==> config.mk <==
export PLATFORM = sky130hd
export DESIGN_NAME = tkes_pri
export DESIGN_NICKNAME = d
export VERILOG_FILES = /design/src/rtl/tkes_pkg.sv /design/src/rtl/tkes_pri.sv
export SDC_FILE = /design/constraint.sdc
export NUM_CORES = 1
export LEC_CHECK = 0
export ABC_CLOCK_PERIOD_IN_PS = 6670
export BUFFER_PORTS_ARGS = -buffer_cell sky130_fd_sc_hd__buf_2
export CAP_MARGIN = 20
export CORE_AREA = 3 3 189 191
export DETAILED_ROUTE_END_ITERATION = 8
export DIE_AREA = 0 0 192 194
export GPL_ROUTABILITY_DRIVEN = 0
export GPL_TIMING_DRIVEN = 0
export PLACE_DENSITY_LB_ADDON = 0.25
export SLEW_MARGIN = 10
export SYNTH_ARGS = -nofsm -noshare
export SYNTH_HDL_FRONTEND = slang
export SYNTH_SLANG_ARGS = --single-unit
export TNS_END_PERCENT = 20
==> constraint.sdc <==
create_clock -name i_clk -period 6.67 [get_ports i_clk]
set_input_delay 0.667 -clock i_clk [delete_from_list [all_inputs] [get_ports i_clk]]
set_output_delay 0.667 -clock i_clk [all_outputs]
set_load 0.02 [all_outputs]
==> src/rtl/tkes_pkg.sv <==
// shared types, constants and helpers of the top-k edge keep selector
package tkes_pkg;

    localparam int MAX_KEEP = 1024;
    localparam int DEPTH    = MAX_KEEP + 1;
    localparam int IDX_W    = $clog2(DEPTH);
    localparam int PRI_W    = 26;
    localparam int ID_W     = 20;
    localparam int ARR_W    = 20;
    localparam int PROB_W   = 17;
    localparam int PEN_W    = 16;
    localparam int WGT_W    = 16;
    localparam int KEEP_W   = 11;
    localparam int CFG_IDX_W = 2;
    localparam int CFG_W    = 16;

    localparam logic [CFG_IDX_W-1:0] CFG_KEEP_COUNT     = 2'd0;
    localparam logic [CFG_IDX_W-1:0] CFG_PENALTY_ENABLE = 2'd1;
    localparam logic [CFG_IDX_W-1:0] CFG_PENALTY_WEIGHT = 2'd2;

    typedef struct packed {
        logic signed [PRI_W-1:0] pri;
        logic [ID_W-1:0]         id;
        logic [ARR_W-1:0]        arr;
    } t_entry;

    localparam int ENTRY_W = $bits(t_entry);

    typedef enum logic [3:0] {
        S_IDLE, S_MUL, S_PRI, S_UPC, S_UPW, S_CHK,
        S_ROOT, S_LAST, S_DNL, S_DNR, S_DNW
    } t_state;

    // lower priority, earlier arrival breaks a tie
    function automatic logic lower(input t_entry a, input t_entry b);
        if (a.pri != b.pri) begin
            return a.pri < b.pri;
        end
        return a.arr < b.arr;
    endfunction

endpackage

==> src/rtl/tkes_pri.sv <==
// priority unit: registered penalty product, then subtract and saturate
module tkes_pri (
    input  logic                                i_clk,
    input  logic                                i_pen_en,
    input  logic [tkes_pkg::WGT_W-1:0]          i_weight,
    input  logic [tkes_pkg::PEN_W-1:0]          i_pen,
    input  logic [tkes_pkg::PROB_W-1:0]         i_prob,
    output logic signed [tkes_pkg::PRI_W-1:0]   o_pri
);
    import tkes_pkg::*;

    localparam int PROD_W = WGT_W + PEN_W;
    localparam int DIFF_W = PRI_W + 1;

    logic [PROD_W-1:0]        r_prod;
    logic signed [DIFF_W-1:0] diff;

    always_ff @(posedge i_clk) begin
        r_prod <= PROD_W'(i_weight) * PROD_W'(i_pen);
    end

    always_comb begin
        diff = signed'(DIFF_W'(i_prob));
        if (i_pen_en) begin
            diff = diff - signed'(DIFF_W'(r_prod[PROD_W-1:8]));
        end
        if (diff[DIFF_W-1] != diff[DIFF_W-2]) begin
            o_pri = diff[DIFF_W-1] ? {1'b1, {(PRI_W-1){1'b0}}} : {1'b0, {(PRI_W-1){1'b1}}};
        end else begin
            o_pri = diff[PRI_W-1:0];
        end
    end
endmodule

-- After elaboration in Yosys (flattened, before gate mapping)
Index checks and enable logic that the tools add are counted.
- register bits after elaboration: 32
- input port bits: 51
- output and inout bits: 26
- logic and storage cells: 7
- $add $sub $neg: 1
- multiply operators: 1
- eq/ne operators: 1
- multiplexer cells: 3
- operators with widths (cell ; count):
    $mux 26 ; 2
    $mul 16x16->32 ; 1
    $mux 27 ; 1
    $sub 17x24->25 ; 1
    $ne 1x1->1 ; 1

-- Logic depth before layout (Yosys ltp)
Gate-level depths: netlist (run 1).
- depth in word-level cells: 4
- depth in mapped cells: 22
- mapped depth without buffers: 20

-- Worst setup path after synthesis (run 1)
No wires, ideal clock.
- path kind: input -> register
- from: input i_pen[1] (netlist bit)
- to: register r_prod[29]
- library setup time: 0.122 ns
- arrival: 5.801 ns
- required time: 6.548 ns
- setup slack: 0.747 ns
- stages: 20
- buffers on the path: 2
- cells stage by stage: clkbuf_1 -> nand2_1 -> fa_1 -> fa_1 -> fa_1 -> inv_1 -> fa_1 -> fa_1 -> inv_1 -> fa_1 -> inv_1 -> ha_1 -> clkbuf_1 -> and4_1 -> nand2_1 -> a21oi_1 -> a21oi_1 -> o31ai_1 -> nor3_1 -> a311o_1
- cells in the longest elaborated chain, start to end: 1
- ends and longest elaborated chain (element ; RTL line ; source):
    start: declaration ; tkes_pri.sv:6 ; input logic [tkes_pkg::PEN_W-1:0] i_pen,
    $mul 16x16->32 ; tkes_pri.sv:19 ; r_prod <= PROD_W'(i_weight) * PROD_W'(i_pen);
    end signal: assignment ; tkes_pri.sv:19 ;
    end: declaration ; tkes_pri.sv:15 ; logic [PROD_W-1:0] r_prod;
No other way between the ends.

-- Final worst setup path (run 1)
- from: input i_weight[9] (netlist bit)
- to: register r_prod[26]
- cells in the longest elaborated chain, start to end: 1
- ends and longest elaborated chain (element ; RTL line ; source):
    start: declaration ; tkes_pri.sv:5 ; input logic [tkes_pkg::WGT_W-1:0] i_weight,
    $mul 16x16->32 ; tkes_pri.sv:19 ;
No other way between the ends.

==> results.txt, run 1 <==
The synthesized design contains 0 enable-type register cells. After layout, the worst path uses 94.3% of the clock period. The worst setup path is launched from an input port. The delay of the slowest cell on the worst path came out at 0.54 ns. In the post-route analysis, the smallest setup slack over all paths is 0.382 ns. The total of fill cells in the finished design is 3,705. sky130_fd_sc_hd__fa_1 takes more of the synthesized area than any other cell. The most common library cell in the layout ignoring fill and taps is sky130_fd_sc_hd__inv_1. Setup repair after global routing left no endpoint under its margin.

The gate count after technology mapping is 1,211. The area fraction in compound gates after synthesis came out at 8.94%. Along the worst path, the maximum fanout reaches 10. The number of buffers added by the clock tree synthesis step is 3. The adder and majority gate portion of the synthesized area came out at 52.6%. The synthesized netlist net count is 1,574. The total via count in the routed design is 7,845.

The layout cell share with drive strength beyond 1 came out at 8.59%. The number of hold-slack violations in the final timing report came out at 0. For this run, the share of the core covered by cells in the final layout is 32.7%.

Grouping stages by cell kind, the critical path spends the most delay in adder cells. Pin placement for this block handled 77 I/O pins. The multiplexer area fraction after synthesis is 1.06%. The capture point of the worst path is r_prod[26]. The global-route wire length before repair is 45,200 um. The relative area change from synthesis to final layout is 10.2%.

The sequential cell area in the final layout came out at 480 um^2. The critical path is of the in2reg type. The total overflow left after global routing is 0. The area of the multi-input gates is 8560 um^2. The post-detailed-routing wire length came out at 27,500 um.

The root buffer cell is sky130_fd_sc_hd__clkbuf_16. The main combinational cell family by area after synthesis is adder cells. The core outline area came out at 34,300 um^2. The final antenna diode count came out at 0. The count of warnings emitted by yosys is 0. The number of buffers between clock root and the deepest sink is 2. The via count of the first global-routing pass came to 8,309.

The vertical die dimension came out at 194 um. The count of input and output buffers is 76. The initial detailed-routing violation count is 354. The pre-antenna-repair detailed-routing pass consisted of 5 iterations. The worst endpoint data arrival time came out at 6.46 ns.

TritonCTS built the clock tree. The die outline area is 37,200 um^2. The initial antenna violation count is 1. The CTS clock-pin slew for the worst setup and hold paths is 0.06 ns. The global-route usage over all layers came out at 15.3%.

The critical path goes through buf_2 -> clkbuf_2 -> nand2_1 -> fa_1 -> fa_1 -> fa_1 -> fa_1 -> inv_1 -> fa_1 -> inv_1 -> fa_1 -> inv_1 -> ha_1 -> clkbuf_1 -> and4_1 -> nand2_1 -> a21oi_1 -> a211oi_1 -> o21a_1 -> o31ai_1 -> xor2_1. After detailed routing, the number of remaining DRC violations is 0. The number of slew-limit violations in the final report came out at 0. The class of the tightest hold or removal check is in2reg. The antenna violation net count after detailed routing is 0. Sorting the synthesized cells by area gives the leading types as sky130_fd_sc_hd__fa_1 38%, sky130_fd_sc_hd__ha_1 14%, sky130_fd_sc_hd__inv_1 9.8%.

The share of Yosys cell area claimed by the top area cell type came out at 38.1%. The largest registers in the layout are r_prod x24. The pre-CTS setup slack came out at -0.235 ns. The flow ran to the end, and the final reports show no timing, DRC or antenna violations.

Counting flops per register, the top entry is r_prod. The estimated wirelength of the detail-placed design is 23,800 um. The async set or reset register ratio after synthesis is 0%. After synthesis, flip-flops and latches occupy 4.71% of the total area. The launching element of the worst setup path is i_weight[9].

The relative slew slack came out at 58.7%. The post-synthesis cell area is 10,200 um^2. The distinct cell type count after synthesis is 53. The width of the die came out at 192 um.

STA classifies the critical path endpoint as a flip-flop. The total number of H-tree levels is 1. The top cell types in the final layout, fill and taps aside, are 265 x sky130_fd_sc_hd__inv_1, 194 x sky130_fd_sc_hd__fa_1, 175 x sky130_fd_sc_hd__nand2_1. The site row count is 68. The critical path crosses 21 cells after its start point. The number of sinks driven by the clock tree came out at 24.

The via density per instance is 4.52. The endpoint required time on the critical path is 6.85 ns. The clock period could shrink to 6.29 ns.

The largest individual stage delay along the critical path comes from the cell sky130_fd_sc_hd__fa_1. The initial core utilization came out at 29.7%. The cell that appears most often on the critical path is sky130_fd_sc_hd__fa_1.

Entering global routing, the biggest net connects 14 pins. The pin slew with the least headroom to its limit came out at 0.620 ns. In the final design database the tool counted 1,645 nets. The maximum clock frequency is 159 MHz. The per-instance average area after synthesis came out at 8.42 um^2.

The XOR/XNOR share of the synthesized area is 2.92%. The flip-flop count of the largest register, all copies and words added came out at 24. For this run, the leading register cell type out of synthesis is sky130_fd_sc_hd__dfxtp_1.

The tool flagged a number of max-cap violations equal to 0. The share of synthesized cell area in and, or, nand and nor gates is 18.3%. The number of buffers and inverters on the critical path came out at 6.

The detailed-route wire length per cell is 15.8 um. The number of buffers inserted by hold repair at cts is 0. Counting flops and latches in the post-synthesis netlist gives 24. The final setup violation count came out at 0.
[through the flow]
| step | setup TNS, ns | hold WS, ns | std cells | cell area (um^2) |
|---|---|---|---|---|
| 2_1_floorplan | 0 | 1.16 | 1211 | 10200 |
| 6_report | 0 | 1.21 | 1736 | 11200 |
| 3_5_place_dp | -0.966 | 1.24 | 1742 | 11100 |
| 3_3_place_gp | -1.09 | 1.26 | 1742 | 11100 |
| 5_1_grt | 0 | 1.26 | 1736 | 11200 |
| 4_1_cts | 0 | 1.20 | 1746 | 11200 |
[tightest hold or removal path, cell delays in order]
cell                      delay [ns]
sky130_fd_sc_hd__buf_2          0.13
sky130_fd_sc_hd__nand4_1        0.10
sky130_fd_sc_hd__o21a_1         0.18
sky130_fd_sc_hd__o211a_1        0.26
sky130_fd_sc_hd__xnor2_1        0.07
[final cells by class]
class,instances,share of cell area [%]
well taps,455,5.07
multi-input cells,877,76.2
plain buffers,34,1.34
inverters,266,8.89
flip-flops and latches,24,4.28
clock buffers,4,0.791
repair buffers,76,3.39
[per-layer routing]
layer	global-route usage, %	vias up	routed length [um]
met5	0	-	13
met4	2.78	2	347
met3	2.21	26	1700
met2	22.8	209	11300
met1	23.7	3750	14100
li1	-	3858	-
[synth_stat cells (2+ instances only)]
master and n:
sky130_fd_sc_hd__xnor2_1 23, sky130_fd_sc_hd__o211ai_1 3, sky130_fd_sc_hd__o21a_1 10, sky130_fd_sc_hd__a31oi_1 8
sky130_fd_sc_hd__nand3_1 18, sky130_fd_sc_hd__clkbuf_1 43, sky130_fd_sc_hd__a21oi_1 45, sky130_fd_sc_hd__fa_1 194
sky130_fd_sc_hd__o2111ai_1 2, sky130_fd_sc_hd__o31a_1 3, sky130_fd_sc_hd__a21boi_0 3, sky130_fd_sc_hd__nand4_1 10
sky130_fd_sc_hd__o31ai_1 6, sky130_fd_sc_hd__nor2b_1 4, sky130_fd_sc_hd__a2111o_1 3, sky130_fd_sc_hd__nand2b_1 3
sky130_fd_sc_hd__ha_1 118, sky130_fd_sc_hd__mux2i_1 4, sky130_fd_sc_hd__a211oi_1 5, sky130_fd_sc_hd__inv_1 265
sky130_fd_sc_hd__mux2_2 6, sky130_fd_sc_hd__nor3b_1 2, sky130_fd_sc_hd__o21ai_0 12, sky130_fd_sc_hd__o21bai_1 4
sky130_fd_sc_hd__or2_2 2, sky130_fd_sc_hd__a211o_1 2, sky130_fd_sc_hd__o211a_1 2, sky130_fd_sc_hd__xor2_1 11
sky130_fd_sc_hd__a21o_1 18, sky130_fd_sc_hd__nor2_1 37, sky130_fd_sc_hd__and2_1 116, sky130_fd_sc_hd__and4_1 2
sky130_fd_sc_hd__or3_1 5, sky130_fd_sc_hd__dfxtp_1 24, sky130_fd_sc_hd__nand2_1 175, sky130_fd_sc_hd__nor3_1 5
sky130_fd_sc_hd__nor4_1 2
[timing repair]
action / CTS / global route
setup endpoints to repair: 0 / 9
buffers inserted: 0 / 0
resized for setup: 0 / 33
endpoints found under the hold margin: 0 / 0
[kinds of logic after synthesis]
family / after synthesis
compound gates: 136
mux: 10
xor+xnor: 34
simple gates: 385
fa+ha+maj: 312
flops: 24
buf+inv: 310
[how the worst min path moves through the flow]
stage | start | slack (ns) | to | cells past startpoint
floorplan | r_prod[27] | 1.16 | o_pri[19] | 2
global placement | r_prod[26] | 1.26 | o_pri[18] | 3
detailed placement | r_prod[26] | 1.24 | o_pri[18] | 3
CTS | i_pen[0] | 1.20 | r_prod[10] | 5
global route | i_pen[0] | 1.26 | r_prod[10] | 5
finish | i_pen[0] | 1.21 | r_prod[10] | 5
Power of run 1 is left out: the tool's default activity adds up to more than one toggle a clock period on the data nets, which glitch-free logic cannot reach.
==> inputs of run 2 (changes only) <==
==> constraint.sdc (replaced) <==
create_clock -name i_clk -period 6.67 [get_ports i_clk]
set_input_delay 0.3335 -clock i_clk [delete_from_list [all_inputs] [get_ports i_clk]]
set_output_delay 0.3335 -clock i_clk [all_outputs]
set_load 0.02 [all_outputs]
==> run 2 against run 1 <==
Net effect:
- clock-buffer cell count unchanged
- worst hold slack worse by 0.32 ns
- die area unchanged
- largest cell class unchanged
- design area hardly changed
- routed wire length rose by 1.3%
- sequential cell count unchanged
- fmax fell by 0.47%
==> results.txt, run 2 (synthesis gave the netlist of run 1 again) <==
The initial antenna violation count is 1 (unchanged). The total negative setup slack is 0 ns (unchanged). The critical path class was in2reg (unchanged).

The via density per instance is 4.54 (was 4.52). The estimated wirelength of the detail-placed design came out at 23,800 um (unchanged). The total via count in the routed design came to 7,909 (was 7,845).

The antenna violation net count after detailed routing is 0 (unchanged). The initial detailed-routing violation count came to 375 (was 354). The detailed-route wire length per cell was 16.0 um (was 15.8 um). The number of sinks driven by the clock tree is 24 (unchanged). The via count of the first global-routing pass came out at 8,309 (unchanged). The post-route minimum period was 6.32 ns (was 6.29 ns). The global-route wire length before repair was 45,200 um (unchanged). The relative slew slack is 49.9% (was 58.7%). The layout cell share with drive strength beyond 1 is 7.30% (was 8.59%). The CTS clock-pin slew for the worst setup and hold paths is 0.06 ns (about the same). The vertical die dimension is 194 um (unchanged). Leading cell types in the layout, fill and taps excluded: 265 x sky130_fd_sc_hd__inv_1, 194 x sky130_fd_sc_hd__fa_1, 175 x sky130_fd_sc_hd__nand2_1 (unchanged). Setup repair after global routing missed its margin: no (unchanged). The post-detailed-routing wire length is 27,800 um (was 27,500 um). The most flop-heavy register is r_prod (unchanged). The number of slew-limit violations in the final report came out at 0 (unchanged). The count of TritonRoute iterations in the first routing pass was 4 (was 5).

The maximum clock frequency is 158 MHz (was 159 MHz). The number of max-capacitance violations reported was 0 (unchanged). The category of the worst setup path capture point was a flip-flop (unchanged). The number of buffers inserted by hold repair at cts is 0 (unchanged). The number of standard cells in the layout, taps in and fillers out is 1,743 (was 1,736). The flip-flop count of the largest register, all copies and words added is 24 (unchanged). The total cell area at the placement stage came out at 11,100 um^2 (unchanged). The pin slew with the least headroom to its limit is 0.751 ns (was 0.620 ns).

The worst-path maximum fanout was 10 (unchanged). Result of the run: finished clean (unchanged). The area of all placed cells without fillers is 11,200 um^2 (about the same). The root buffer cell is sky130_fd_sc_hd__clkbuf_16 (unchanged).

The total number of H-tree levels is 1 (unchanged). The global-route usage over all layers is 15.3% (unchanged). The relative area change from synthesis to final layout came to 10.1% (was 10.2%).

The net count reported at finish is 1,651 (was 1,645). The post-CTS setup buffer count is 0 (unchanged). The endpoint required time on the critical path is 6.81 ns (was 6.85 ns). The number of buffers added by the clock tree synthesis step is 3 (unchanged). The largest net degree at the start of global routing came out at 14 (unchanged). The post-detailed-route DRC marker count is 0 (unchanged). The site row count is 68 (unchanged). The final design utilization came out at 32.7% (about the same).

The clock tree from TritonCTS is done (unchanged). The worst endpoint data arrival time came out at 6.45 ns (was 6.46 ns). The most common library cell in the layout ignoring fill and taps was sky130_fd_sc_hd__inv_1 (unchanged). The number of resized instances in the post-cts repair step came out at 0 (unchanged).

The final setup violation count is 0 (unchanged). The core outline area came to 34,300 um^2 (unchanged). The share of the clock period used by the worst path came out at 94.7% (was 94.3%). The count of input and output buffers is 76 (unchanged).

The category of the worst setup path launch point is an input port (unchanged). The instance count after placement with tap cells included is 1,742 (unchanged). The initial core utilization came out at 29.7% (unchanged). Largest registers: r_prod x24 (unchanged).

The number of buffers between clock root and the deepest sink is 2 (unchanged). The overflow left after global routing was 0 (unchanged). The number of I/O pins came out at 77 (unchanged).

The number of hold-slack violations in the final timing report is 0 (unchanged). The class of the tightest hold or removal check is in2reg (unchanged). The width of the die came out at 192 um (unchanged).

The die outline area came out at 37,200 um^2 (unchanged).
## run 2: path summary, 6_finish.rpt
check,slack [ns],start,end,depth (start not counted)
worst min-delay path,0.88,i_pen[0],r_prod[10],5
worst max-delay path,0.35,i_weight[14],r_prod[29],19
## run 2: final cells by class
class / count / area, um^2
Clock buffer: 4 / 88.8
Multi-Input combinational cell: 877 / 8550
Buffer: 40 / 156
Timing Repair Buffer: 76 / 380
Fill cell: 3704 / 23100
Antenna cell: 1 / 2.50
Sequential cell: 24 / 480
Inverter: 266 / 998
Tap cell: 455 / 569
## run 2: stage by stage
stage,setup slack (ns),hold WS (ns)
global placement,0.0596,0.923
finish,0.353,0.884
floorplan,1.08,0.827
global route,0.0112,0.931
detailed placement,0.0985,0.908
CTS,0.373,0.868
## run 2: critical path, stage by stage
cell                       delay (ns)
sky130_fd_sc_hd__buf_2           0.22
sky130_fd_sc_hd__clkbuf_1        0.56
sky130_fd_sc_hd__nand2_1         0.18
sky130_fd_sc_hd__fa_1            0.53
sky130_fd_sc_hd__fa_1            0.54
sky130_fd_sc_hd__inv_1           0.06
sky130_fd_sc_hd__fa_1            0.52
sky130_fd_sc_hd__fa_1            0.47
sky130_fd_sc_hd__fa_1            0.51
sky130_fd_sc_hd__inv_1           0.05
sky130_fd_sc_hd__fa_1            0.47
sky130_fd_sc_hd__inv_1           0.04
sky130_fd_sc_hd__ha_1            0.37
sky130_fd_sc_hd__nand3_1         0.13
sky130_fd_sc_hd__nor4_1          0.44
sky130_fd_sc_hd__a21oi_1         0.21
sky130_fd_sc_hd__o31ai_1         0.43
sky130_fd_sc_hd__nor3_1          0.10
sky130_fd_sc_hd__a311o_1         0.29
## run 2: layer usage
metal  global-route usage [%]  vias to the layer above  share of wire, %  routed length (um)
li1                         -                     3879                 -                   -
met1                     23.7                     3762                51               14100
met2                     22.8                      239                41               11500
met3                     2.21                       27               6.6                1830
met4                     2.78                        2               1.4                 399
met5                        0                        -             0.047                  13
Power of run 2 is left out for the same reason.
